[config.mk]
export PLATFORM = sky130hd
export DESIGN_NAME = free_list_slot_table_core
export DESIGN_NICKNAME = d
export VERILOG_FILES = /design/src/rtl/fls_pkg.sv /design/src/rtl/free_list_slot_table_core.sv /design/src/rtl/fls_ctrl.sv /design/src/rtl/fls_datapath.sv
export VERILOG_INCLUDE_DIRS = /design/src /design/src/rtl
export SDC_FILE = /design/constraint.sdc
export NUM_CORES = 2
export LEC_CHECK = 0
export BUFFER_PORTS_ARGS = -buffer_cell sky130_fd_sc_hd__buf_4
export CAP_MARGIN = 40
export CELL_PAD_IN_SITES_DETAIL_PLACEMENT = 1
export CELL_PAD_IN_SITES_GLOBAL_PLACEMENT = 1
export CORE_ASPECT_RATIO = 0.9
export CORE_MARGIN = 1.5
export CORE_UTILIZATION = 31
export CTS_CLUSTER_SIZE = 12
export DETAILED_ROUTE_END_ITERATION = 8
export GPL_ROUTABILITY_DRIVEN = 0
export PLACE_DENSITY_LB_ADDON = 0.1
export RECOVER_POWER = 50
export SETUP_SLACK_MARGIN = 0.02
export SLEW_MARGIN = 10
export SYNTH_ARGS = -nofsm -noshare
export SYNTH_HDL_FRONTEND = slang
export SYNTH_HIERARCHICAL = 1
export SYNTH_MEMORY_MAX_BITS = 65536
export SYNTH_SLANG_ARGS = --single-unit
export TNS_END_PERCENT = 1
[constraint.sdc]
create_clock -name clock -period 15.2 [get_ports clock]
set_input_delay 0.76 -clock clock [delete_from_list [all_inputs] [get_ports clock]]
set_output_delay 0.76 -clock clock [all_outputs]
set_load 0.01 [all_outputs]
[src/rtl/free_list_slot_table_core_macros.svh]
// ----------------------------------------------------------------------------
// free_list_slot_table_core_macros
// Assertion macros used by the slot table core.
// ----------------------------------------------------------------------------
`ifndef FREE_LIST_SLOT_TABLE_CORE_MACROS_SVH
`define FREE_LIST_SLOT_TABLE_CORE_MACROS_SVH

// Same-cycle implication, checked outside reset.
`define FLS_ASSERT_IMPLY(label, clk, rst, ante, cons) \
   label: assert property (@(posedge clk) disable iff (rst) (ante) |-> (cons)) \
      else $error("slot table check failed: same-cycle implication");

// Next-cycle implication, checked outside reset.
`define FLS_ASSERT_NEXT(label, clk, rst, ante, cons) \
   label: assert property (@(posedge clk) disable iff (rst) (ante) |=> (cons)) \
      else $error("slot table check failed: next-cycle implication");

`endif

[src/rtl/fls_pkg.sv]
// ----------------------------------------------------------------------------
// fls_pkg
// Beat types, codes and controller/datapath handshake structs.
// ----------------------------------------------------------------------------
package fls_pkg;

   // Table depth; slot fields are sized to index it.
   localparam int SLOTS     = 64;
   localparam int SLOT_BITS = 6;

   localparam logic [1:0] ACT_ADD     = 2'd0;
   localparam logic [1:0] ACT_REMOVE  = 2'd1;
   localparam logic [1:0] ACT_RESTART = 2'd2;
   localparam logic [1:0] ACT_NEXT    = 2'd3;

   localparam logic [1:0] STS_OK      = 2'd0;
   localparam logic [1:0] STS_FULL    = 2'd1;
   localparam logic [1:0] STS_END     = 2'd2;
   localparam logic [1:0] STS_INVALID = 2'd3;

   typedef struct packed {
      logic [1:0]           action;
      logic [31:0]          position_x;
      logic [31:0]          position_y;
      logic [SLOT_BITS-1:0] slot_index;
   } fls_req_type;

   typedef struct packed {
      logic [1:0]           status;
      logic [SLOT_BITS-1:0] slot_out;
      logic [31:0]          payload_x;
      logic [31:0]          payload_y;
   } fls_rsp_type;

   typedef enum logic [1:0] {
      ST_IDLE,
      ST_EXEC,
      ST_SCAN,
      ST_FETCH
   } fls_state_type;

   typedef struct packed {
      logic capture;
      logic exec;
      logic scan;
      logic fetch;
   } fls_cmd_type;

   typedef struct packed {
      logic req_is_scan;
      logic scan_end;
      logic scan_hit;
   } fls_status_type;

endpackage

[src/rtl/free_list_slot_table_core.sv]
// ----------------------------------------------------------------------------
// free_list_slot_table_core
// Slot table with a LIFO free list threaded through freed slots.
// ----------------------------------------------------------------------------
// Add, remove and restart: start is taken in idle, the command runs in the execute
//   state and the result strobe is registered from it; busy until back in idle.
// Next occupied slot: the walk tests one free mark per cycle in the scan state, then
//   reads the payload and gives a hit from the fetch state, or gives the end result.
// Synchronous reset clears counters, free marks and the sequencer.
// Results cannot be stalled: each strobe lasts exactly one cycle.
module free_list_slot_table_core (
   input  logic                 clock,
   input  logic                 reset,
   input  logic                 start,
   output logic                 busy,
   input  fls_pkg::fls_req_type req_data,
   output logic                 rsp_strobe,
   output fls_pkg::fls_rsp_type rsp_data
);
   import fls_pkg::*;

   `include "free_list_slot_table_core_macros.svh"

   fls_cmd_type    cmd;
   fls_status_type dp_status;

   fls_ctrl u_ctrl (
      .clock  (clock),
      .reset  (reset),
      .start  (start),
      .status (dp_status),
      .cmd    (cmd),
      .busy   (busy)
   );

   fls_datapath u_datapath (
      .clock      (clock),
      .reset      (reset),
      .req_data   (req_data),
      .cmd        (cmd),
      .status     (dp_status),
      .rsp_strobe (rsp_strobe),
      .rsp_data   (rsp_data)
   );

   `FLS_ASSERT_NEXT(a_accept_busy, clock, reset, start && !busy, busy)
   `FLS_ASSERT_NEXT(a_strobe_single, clock, reset, rsp_strobe, !rsp_strobe)
   `FLS_ASSERT_NEXT(a_idle_no_strobe, clock, reset, !busy && !start, !rsp_strobe)
   `FLS_ASSERT_IMPLY(a_cmd_onehot, clock, reset, 1'b1,
                     $onehot0({cmd.capture, cmd.exec, cmd.scan, cmd.fetch}))

endmodule

[src/rtl/fls_ctrl.sv]
// ----------------------------------------------------------------------------
// fls_ctrl
// Sequencer: an execute state for add/remove/restart, a slot walk for next.
// ----------------------------------------------------------------------------
module fls_ctrl (
   input  logic                   clock,
   input  logic                   reset,
   input  logic                   start,
   input  fls_pkg::fls_status_type status,
   output fls_pkg::fls_cmd_type   cmd,
   output logic                   busy
);
   import fls_pkg::*;

   fls_state_type state_ff;
   fls_state_type state_in;

   always_ff @(posedge clock) begin
      if (reset) begin
         state_ff <= ST_IDLE;
      end else begin
         state_ff <= state_in;
      end
   end

   always_comb begin
      state_in = state_ff;
      cmd      = '0;
      busy     = 1'b1;
      unique case (state_ff)
         ST_IDLE: begin
            busy = 1'b0;
            if (start) begin
               cmd.capture = 1'b1;
               state_in    = status.req_is_scan ? ST_SCAN : ST_EXEC;
            end
         end
         ST_EXEC: begin
            cmd.exec = 1'b1;
            state_in = ST_IDLE;
         end
         ST_SCAN: begin
            cmd.scan = 1'b1;
            priority if (status.scan_end) begin
               state_in = ST_IDLE;
            end else if (status.scan_hit) begin
               state_in = ST_FETCH;
            end else begin
               state_in = ST_SCAN;
            end
         end
         ST_FETCH: begin
            cmd.fetch = 1'b1;
            state_in  = ST_IDLE;
         end
         default: begin
            state_in = ST_IDLE;
         end
      endcase
   end

endmodule

[src/rtl/fls_datapath.sv]
// ----------------------------------------------------------------------------
// fls_datapath
// Slot memories, free marks, free-list head, counters and result register.
// ----------------------------------------------------------------------------
module fls_datapath (
   input  logic                    clock,
   input  logic                    reset,
   input  fls_pkg::fls_req_type    req_data,
   input  fls_pkg::fls_cmd_type    cmd,
   output fls_pkg::fls_status_type status,
   output logic                    rsp_strobe,
   output fls_pkg::fls_rsp_type    rsp_data
);
   import fls_pkg::*;

   localparam int IW = $clog2(SLOTS);
   localparam int CW = $clog2(SLOTS + 1);
   localparam int XW = (CW > SLOT_BITS) ? CW : SLOT_BITS;

   // memories
   logic [63:0]   payload_mem_ff [SLOTS];
   logic [CW-1:0] link_mem_ff    [SLOTS];

   fls_req_type   req_ff;
   logic [CW-1:0] link_rd_ff;
   logic [63:0]   pay_rd_ff;

   logic [CW-1:0]    hw_ff,     hw_in;
   logic [CW-1:0]    head_ff,   head_in;
   logic [CW-1:0]    cursor_ff, cursor_in;
   logic [SLOTS-1:0] mark_ff,   mark_in;
   logic             rsp_valid_ff, rsp_valid_in;
   fls_rsp_type      rsp_ff,    rsp_in;

   logic          full;
   logic          list_empty;
   logic [IW-1:0] add_slot;
   logic [XW-1:0] idx_ext;
   logic          rm_ok;
   logic          add_go;
   logic          rm_go;
   logic [CW-1:0] hit_slot;

   assign full       = (hw_ff == CW'(SLOTS));
   assign list_empty = (head_ff >= hw_ff);
   assign add_slot   = list_empty ? hw_ff[IW-1:0] : head_ff[IW-1:0];
   assign idx_ext    = XW'(req_ff.slot_index);
   assign rm_ok      = (idx_ext < XW'(hw_ff)) && !mark_ff[idx_ext[IW-1:0]];
   assign add_go     = cmd.exec && (req_ff.action == ACT_ADD) && !full;
   assign rm_go      = cmd.exec && (req_ff.action == ACT_REMOVE) && rm_ok;
   assign hit_slot   = cursor_ff - CW'(1);

   assign status.req_is_scan = (req_data.action == ACT_NEXT);
   assign status.scan_end    = (cursor_ff >= hw_ff);
   assign status.scan_hit    = (cursor_ff < hw_ff) && !mark_ff[cursor_ff[IW-1:0]];

   // memory ports: writes in execute, reads registered
   always_ff @(posedge clock) begin
      if (add_go) begin
         payload_mem_ff[add_slot] <= {req_ff.position_x, req_ff.position_y};
      end
      if (rm_go) begin
         link_mem_ff[idx_ext[IW-1:0]] <= head_ff;
      end
      if (cmd.capture) begin
         link_rd_ff <= link_mem_ff[head_ff[IW-1:0]];
      end
      if (cmd.scan) begin
         pay_rd_ff <= payload_mem_ff[cursor_ff[IW-1:0]];
      end
   end

   always_ff @(posedge clock) begin
      if (cmd.capture) begin
         req_ff <= req_data;
      end
      rsp_ff <= rsp_in;
   end

   always_ff @(posedge clock) begin
      if (reset) begin
         hw_ff        <= '0;
         head_ff      <= '0;
         cursor_ff    <= '0;
         mark_ff      <= '0;
         rsp_valid_ff <= 1'b0;
      end else begin
         hw_ff        <= hw_in;
         head_ff      <= head_in;
         cursor_ff    <= cursor_in;
         mark_ff      <= mark_in;
         rsp_valid_ff <= rsp_valid_in;
      end
   end

   always_comb begin
      hw_in        = hw_ff;
      head_in      = head_ff;
      cursor_in    = cursor_ff;
      mark_in      = mark_ff;
      rsp_valid_in = 1'b0;
      rsp_in       = '0;

      if (cmd.exec) begin
         rsp_valid_in  = 1'b1;
         rsp_in.status = STS_OK;
         unique case (req_ff.action)
            ACT_ADD: begin
               if (full) begin
                  rsp_in.status = STS_FULL;
               end else begin
                  rsp_in.slot_out   = SLOT_BITS'(add_slot);
                  mark_in[add_slot] = 1'b0;
                  if (list_empty) begin
                     hw_in   = hw_ff + CW'(1);
                     head_in = hw_ff + CW'(1);
                  end else begin
                     // pop: clamp a stale link to the high-water mark
                     head_in = (link_rd_ff > hw_ff) ? hw_ff : link_rd_ff;
                  end
               end
            end
            ACT_REMOVE: begin
               if (rm_ok) begin
                  mark_in[idx_ext[IW-1:0]] = 1'b1;
                  head_in                  = CW'(idx_ext);
               end else begin
                  rsp_in.status = STS_INVALID;
               end
            end
            ACT_RESTART: begin
               cursor_in = '0;
            end
            ACT_NEXT: begin
               rsp_in.status = STS_OK;
            end
         endcase
      end

      if (cmd.scan) begin
         if (status.scan_end) begin
            rsp_valid_in  = 1'b1;
            rsp_in.status = STS_END;
         end else begin
            cursor_in = cursor_ff + CW'(1);
         end
      end

      if (cmd.fetch) begin
         rsp_valid_in     = 1'b1;
         rsp_in.status    = STS_OK;
         rsp_in.slot_out  = SLOT_BITS'(hit_slot);
         rsp_in.payload_x = pay_rd_ff[63:32];
         rsp_in.payload_y = pay_rd_ff[31:0];
      end
   end

   assign rsp_strobe = rsp_valid_ff;
   assign rsp_data   = rsp_ff;

endmodule

== Word-level counts from Yosys, hierarchy flattened ==
Memory sizes are Yosys's and may differ from the RTL's. A register that Yosys moved wholly into a read port is not among the register bits.
Cells that the tools add are included.
Storage, ports and cells
  memories: 2
  register bits: 232
  output and inout bits: 74
  logic and storage cells: 109
  bits in writable memories: 4544
  bits of input ports: 75
Operators by class
  mux-type cells: 49
  equality and inequality tests: 10
  $lt $le $gt $ge: 10
  add/sub/neg operators: 3
  bitwise operators: 4
  reduce and logical (&&, ||, !) cells: 17
Memories
  u_datapath.payload_mem_ff: words 64, width 64, read ports 1, clocked after Yosys merged registers in 1, write ports 1, line fls_datapath.sv:21  | logic [63:0] payload_mem_ff [SLOTS];
  u_datapath.link_mem_ff: words 64, width 7, read ports 1, clocked after Yosys merged registers in 1, write ports 1, line fls_datapath.sv:22  | logic [CW-1:0] link_mem_ff [SLOTS];
Operators by type and width (count)
  $mux 64: 2
  $pmux 64 s2: 1
  $mux 70: 1
  $and 64x64->64: 1
  $not 64->64: 1
  $or 64x64->64: 1
  $mux 7: 8
  $lt 6x7->1 const B: 3
  $mux 1: 20
  $mux 6: 3
  $add 7x1->7 const B: 2
  $ge 7x7->1: 2
  $pmux 7 s2: 1
  $bmux 1 s6: 2
  $demux 1 s6: 2
  $ge 6x1->1 const B: 2
  $mux 2: 6
  $eq 2x2->1 const B: 4
  $logic_and 1x1->1: 8
  $mux 8: 1
  $reduce_and 4->1: 2
  $eq 7x7->1 const B: 1
  $gt 7x7->1: 1
  $lt 6x7->1: 1
  12 further kinds: 17

== Longest topological paths before layout ==
  depth in word-level cells: 10
  gate-level depth with buffers: 13
  gate-level depth less buffers: 9

== By module ==
The synthesis kept the hierarchy.
By module, submodules not included
  fls_datapath: sequential area each 143908.0 sq um, cells each 7573, instances 1, area each 184668.4 sq um
  fls_ctrl: sequential area each 40.0 sq um, cells each 15, instances 1, area each 138.9 sq um

== Worst setup path after synthesis ==
No wires, ideal clock.
  path kind: register to register
  from: register u_datapath.head_ff[0]
  to: register u_datapath.mark_ff[55]
  clock period less this slack: 7.130 ns
  setup time: 0.281 ns
  stages on the path, launching flop included: 14
  path buffers: 4
  data required time: 14.919 ns
  data arrival time: 6.850 ns
  path slack: 8.070 ns
  cells stage by stage: dfxtp_1 -> clkbuf_1 -> clkbuf_1 -> inv_1 -> ha_1 -> nand2b_1 -> a211oi_1 -> o311a_1 -> clkbuf_1 -> mux2_2 -> nand2b_1 -> clkbuf_1 -> nor2_1 -> o32ai_2
On the way
  cells in the longest elaborated chain, start to end: 10
  elaborated cells on any way between the ends: 11
  classes of those cells: 3 x order compare; 5 x mux; 2 x bitwise; 1 x reduce/logical
RTL lines
  start: declaration: line fls_datapath.sv:29  | logic [CW-1:0] head_ff, head_in;
  start signal: assignment: line fls_datapath.sv:89  | head_ff <= head_in;
  $ge 7x7->1: line fls_datapath.sv:45  | assign list_empty = (head_ff >= hw_ff);
  $mux 6 *: line fls_datapath.sv:46  | assign add_slot = list_empty ? hw_ff[IW-1:0] : head_ff[IW-1:0];
  $lt 6x7->1 (not written as such) / $ge 6x1->1 (equally long branches): line fls_datapath.sv:113  | mark_in[add_slot] = 1'b0;
  $logic_and 1x1->1 (not written as such): line fls_datapath.sv:113
  $mux 1 (not written as such): line fls_datapath.sv:113
  $demux 1 s6 *
  $not 64->64 (no source line) *
  $and 64x64->64 (no source line) *
  $mux 64 *: line fls_datapath.sv:109  | if (full) begin
  $pmux 64 s2 *: line fls_datapath.sv:107  | unique case (req_ff.action)
  end signal: assignment: line fls_datapath.sv:91  | mark_ff <= mark_in;
  end: declaration: line fls_datapath.sv:31  | logic [SLOTS-1:0] mark_ff, mark_in;
Every way passes the cells marked *; elsewhere a longest branch is shown, timed or not. The select of a mux whose other input is x is not followed.
A chain may end at the register's enable or synchronous reset.

==> flow_metrics.py <==
metrics = {
    "outcome": {
        "status": "complete, but fails checks",
        "failed_checks": "max-capacitance violations, max-slew violations",
    },
    "routing": {
        "routed_wl_microns": 575000,
        "first_pass_iters": 7,
        "via_per_inst": 5.21,
        "routedWlPerCell_microns": 34.6,
        "vias": 86500,
        "drc": 0,
        "drtAntennaViolNets": 0,
        "initialDrtViolationCount": 8185,
    },
    "critical_path": {
        "cpMaxStageDelayCell": "clkbuf_1",
        "crit_type": "flop to flop",
        "cpPeakStageDelay_ps": 1820,
        "cp_data_arrival_time_ps": 7640,
        "path_buf_inv": 2,
        "cp_common_cell": "mux4_2",
        "crit_chain": "clkbuf_1 -> clkbuf_1 -> mux4_2 -> mux4_2 -> mux4_2",
        "worst_setup_path_start_kind": "flop",
        "required_ps": 15970,
        "critPathMaxFanout": 45,
        "worst_setup_path_end_kind": "flop",
        "crit_family": "buffers and inverters",
    },
    "synthesis": {
        "avgSynthCellArea_sq_um": 24.4,
        "yosysSeqAreaShare_pct": 77.9,
        "synthTopCellsByArea": "edfxtp_1, mux4_2, dfxtp_1",
        "ys_async_sr_fraction_pct": 0,
        "synthCells": 7588,
        "ys_ff_latch": 4847,
        "synth_nets": 7693,
        "ys_warn_count": 6,
        "synthFlopType": "edfxtp_1",
        "yosysTopAreaCell": "edfxtp_1",
        "synth_edf_count": 4687,
        "synth_top_area_share_pct": 76.2,
        "ys_types": 75,
        "synthesis.area_sq_mm": 0.185,
    },
    "power_and_ir_drop": {
        "p_comb_share_pct": 1.9,
        "power_density_mw_per_mm2": 130,
        "p_sw_w": 0.00588,
        "peakVddDrop_v": 0.000116,
        "pwr-share-clk_pct": 45.4,
        "leakage_nw": 63.9,
        "p_int_w": 0.0222,
        "power_frac_seq_pct": 52.7,
        "p_sw_share_pct": 21.0,
    },
    "floorplan": {
        "core_sq_mm": 0.593,
        "io_pins": 149,
        "die_area_sq_mm": 0.601,
        "rows": 268,
        "start_util_pct": 31.2,
        "die_h_microns": 735,
        "die_width_microns": 817,
    },
    "global_routing": {
        "grt_usage_pct": 18.9,
        "grt_max_degree": 136,
        "grt_pass1_wl_microns": 790000,
        "met3_usage_pct": 2.69,
        "met1_usage_pct": 26.9,
        "globalRouteMet2Util_pct": 30.9,
        "overflow": 0,
        "antenna_found_initial": 47,
        "busiest_layer": "met2",
        "grt_pass1_vias": 92100,
    },
    "cts": {
        "root_buffer": "clkbuf_16",
        "ctsResizeCount": 0,
        "cts_buffer_depth": 4,
        "cts_buffers": 551,
        "cts.htree.levels": 6,
        "clock_latency_ps": 1060,
        "clkSinkCount": 4847,
        "clkTransAtPathRegs_ps": 60,
        "cts_tree": "yes",
    },
    "timing": {
        "finalCriticalPeriod_ps": 6870,
        "final-max-slew-violation-count": 4834,
        "grt_setup_unrepaired": "no",
        "finalCritPeriodShare_pct": 45.2,
        "fmax_ghz": 0.146,
        "holdWs_ps": 216,
        "tightest_slew_ps": 3450,
        "final-setup-viol-count": 0,
        "finalHoldViolations": 0,
        "setup_tns_ps": 0,
        "finClkSkew_ps": 47.5,
        "slew_headroom_pct": -130,
    },
    "min_path": {
        "hp-class": "input pin to flop",
    },
    "layout": {
        "final_area_sq_mm": 0.216,
        "postLayoutCoreUtil_pct": 36.4,
        "fill_cells": 56000,
        "area_growth_pct": 16.8,
        "drive_above_1_share_pct": 30.8,
        "layout.nets": 8431,
        "fin_cells": 16600,
    },
    "placed_design": {
        "placed_area_sq_mm": 0.199,
        "io_buffers": 148,
        "dp_cells": 15500,
        "dp_hpwl_microns": 330000,
    },
    "job": {
        "cap_violations": 82,
    },
}
[final timing paths]
path,start,to,slack [ps],depth (start not counted)
max,u_datapath/head_ff[1]$_SDFFE_PP0P_,u_datapath/link_rd_ff[0]$_DFFE_PP_,8330,5
max reg2reg,u_datapath/head_ff[1]$_SDFFE_PP0P_,u_datapath/link_rd_ff[0]$_DFFE_PP_,8330,5
min reg2reg,u_datapath/pay_rd_ff[8]$_DFFE_PP_,u_datapath/rsp_data[8]$_SDFF_PN0_,450,1
min,reset,u_datapath/mark_ff[40]$_SDFFE_PP0P_,220,2
[cells by family after synthesis]
group	after synthesis	share of synthesized area, %
adder cells (fa/ha/maj)	30	0.203
AO/OA/AOI/OAI	214	0.835
XOR/XNOR	14	0.0664
AND/OR/NAND/NOR	429	1.19
multiplexers	1557	18.7
flip-flops	4847	77.9
buffers and inverters	497	1.10
[area by class of cell]
type	count	area, sq um	area share [%]
Inverter	82	308	0.143
Clock inverter	216	1910	0.887
Antenna cell	20	50.0	0.0232
Multi-Input combinational cell	2244	39300	18.2
Clock buffer	762	15100	6.98
Tap cell	7830	9800	4.54
Timing Repair Buffer	600	5410	2.51
Sequential cell	4847	144000	66.7
[power by group through the flow]
stage / combinational (W) / sequential, W / clock [W]
global placement: 0.000514 / 0.0150 / 0
CTS: 0.000557 / 0.0148 / 0.0131
finish: 0.000527 / 0.0148 / 0.0127
detailed placement: 0.000542 / 0.0150 / 0
floorplan: 0.000152 / 0.0151 / 0
global route: 0.000576 / 0.0148 / 0.0136
[flip-flops by register name, summed over array words and instances (netlist names)]
signal / cells
u_datapath/pay_rd_ff: 64
u_datapath/payload_mem_ff: 4096
u_ctrl/state_ff: 2
u_datapath/link_mem_ff: 448
u_datapath/cursor_ff: 7
u_datapath/req_ff: 66
u_datapath/idx_ext: 6
u_datapath/mark_ff: 64
u_datapath/hw_ff: 7
u_datapath/head_ff: 7
u_datapath/rsp_data: 72
u_datapath/link_rd_ff: 7
u_datapath/rsp_strobe: 1
[cell usage in the layout (no fill, tap or decap), types with 21 or more instances in the layout]
cell / synthesis / routed
clkbuf_4: 0 / 58
mux2i_1: 27 / 21
nand2_1: 60 / 60
nand4_1: 26 / 26
inv_6: 0 / 22
inv_1: 80 / 80
a21oi_1: 75 / 75
dlygate4sd3_1: 0 / 73
nand3_1: 50 / 50
o21ai_0: 26 / 26
nor3_1: 22 / 21
buf_12: 1 / 32
mux4_2: 1516 / 1516
clkinv_1: 2 / 106
clkbuf_16: 0 / 568
clkbuf_1: 263 / 340
edfxtp_1: 4687 / 4687
ha_1: 30 / 30
o41ai_1: 30 / 30
nor2_4: 0 / 64
buf_4: 5 / 232
buf_16: 0 / 46
and2_1: 70 / 29
and2_0: 1 / 43
nor2_1: 128 / 64
dfxtp_1: 160 / 154
clkinv_2: 0 / 41
[stage by stage]
stage                     worst slack [ps]  power, W
after global routing                  7900    0.0289
after global placement                8470    0.0155
final                                 8330    0.0280
after CTS                             8790    0.0284
after floorplan                       8070    0.0153
after detailed placement              8850    0.0156
[routing by layer]
metal  wire length (microns)  share of wire, %
met5                      66             0.011
met4                   11800               2.0
met3                   26900               4.7
met2                  278000                48
met1                  259000                45
[timing repair]
| item | in CTS | in global routing |
|---|---|---|
| setup buffers | 0 | 0 |
| hold buffers | 73 | 0 |
| hold endpoints to repair | 74 | 0 |
[synthesized netlist by cell type, types with 5 or more instances]
cell type and n:
nand3b_1 7, nor2_1 128, or3_1 7, buf_1 66, mux2_2 12, nand2b_1 17
nand3_1 50, o22ai_1 7, a21oi_1 75, buf_2 73, and2_1 70, clkbuf_1 263
a211oi_1 9, nor3_1 22, mux2i_1 27, nand2_1 60, xnor2_1 12, inv_1 80
a31oi_1 7, o211ai_1 5, edfxtp_1 4687, o41ai_1 30, mux4_2 1516, dfxtp_1 160
o32ai_1 7, and3_1 6, o32ai_2 9, nand4_1 26, buf_4 5, a221oi_1 6
nor2b_1 8, ha_1 30, a21o_1 5, nor3b_1 5, buf_6 6, o21ai_0 26
No activity file was read; power rests on OpenSTA's default activity.
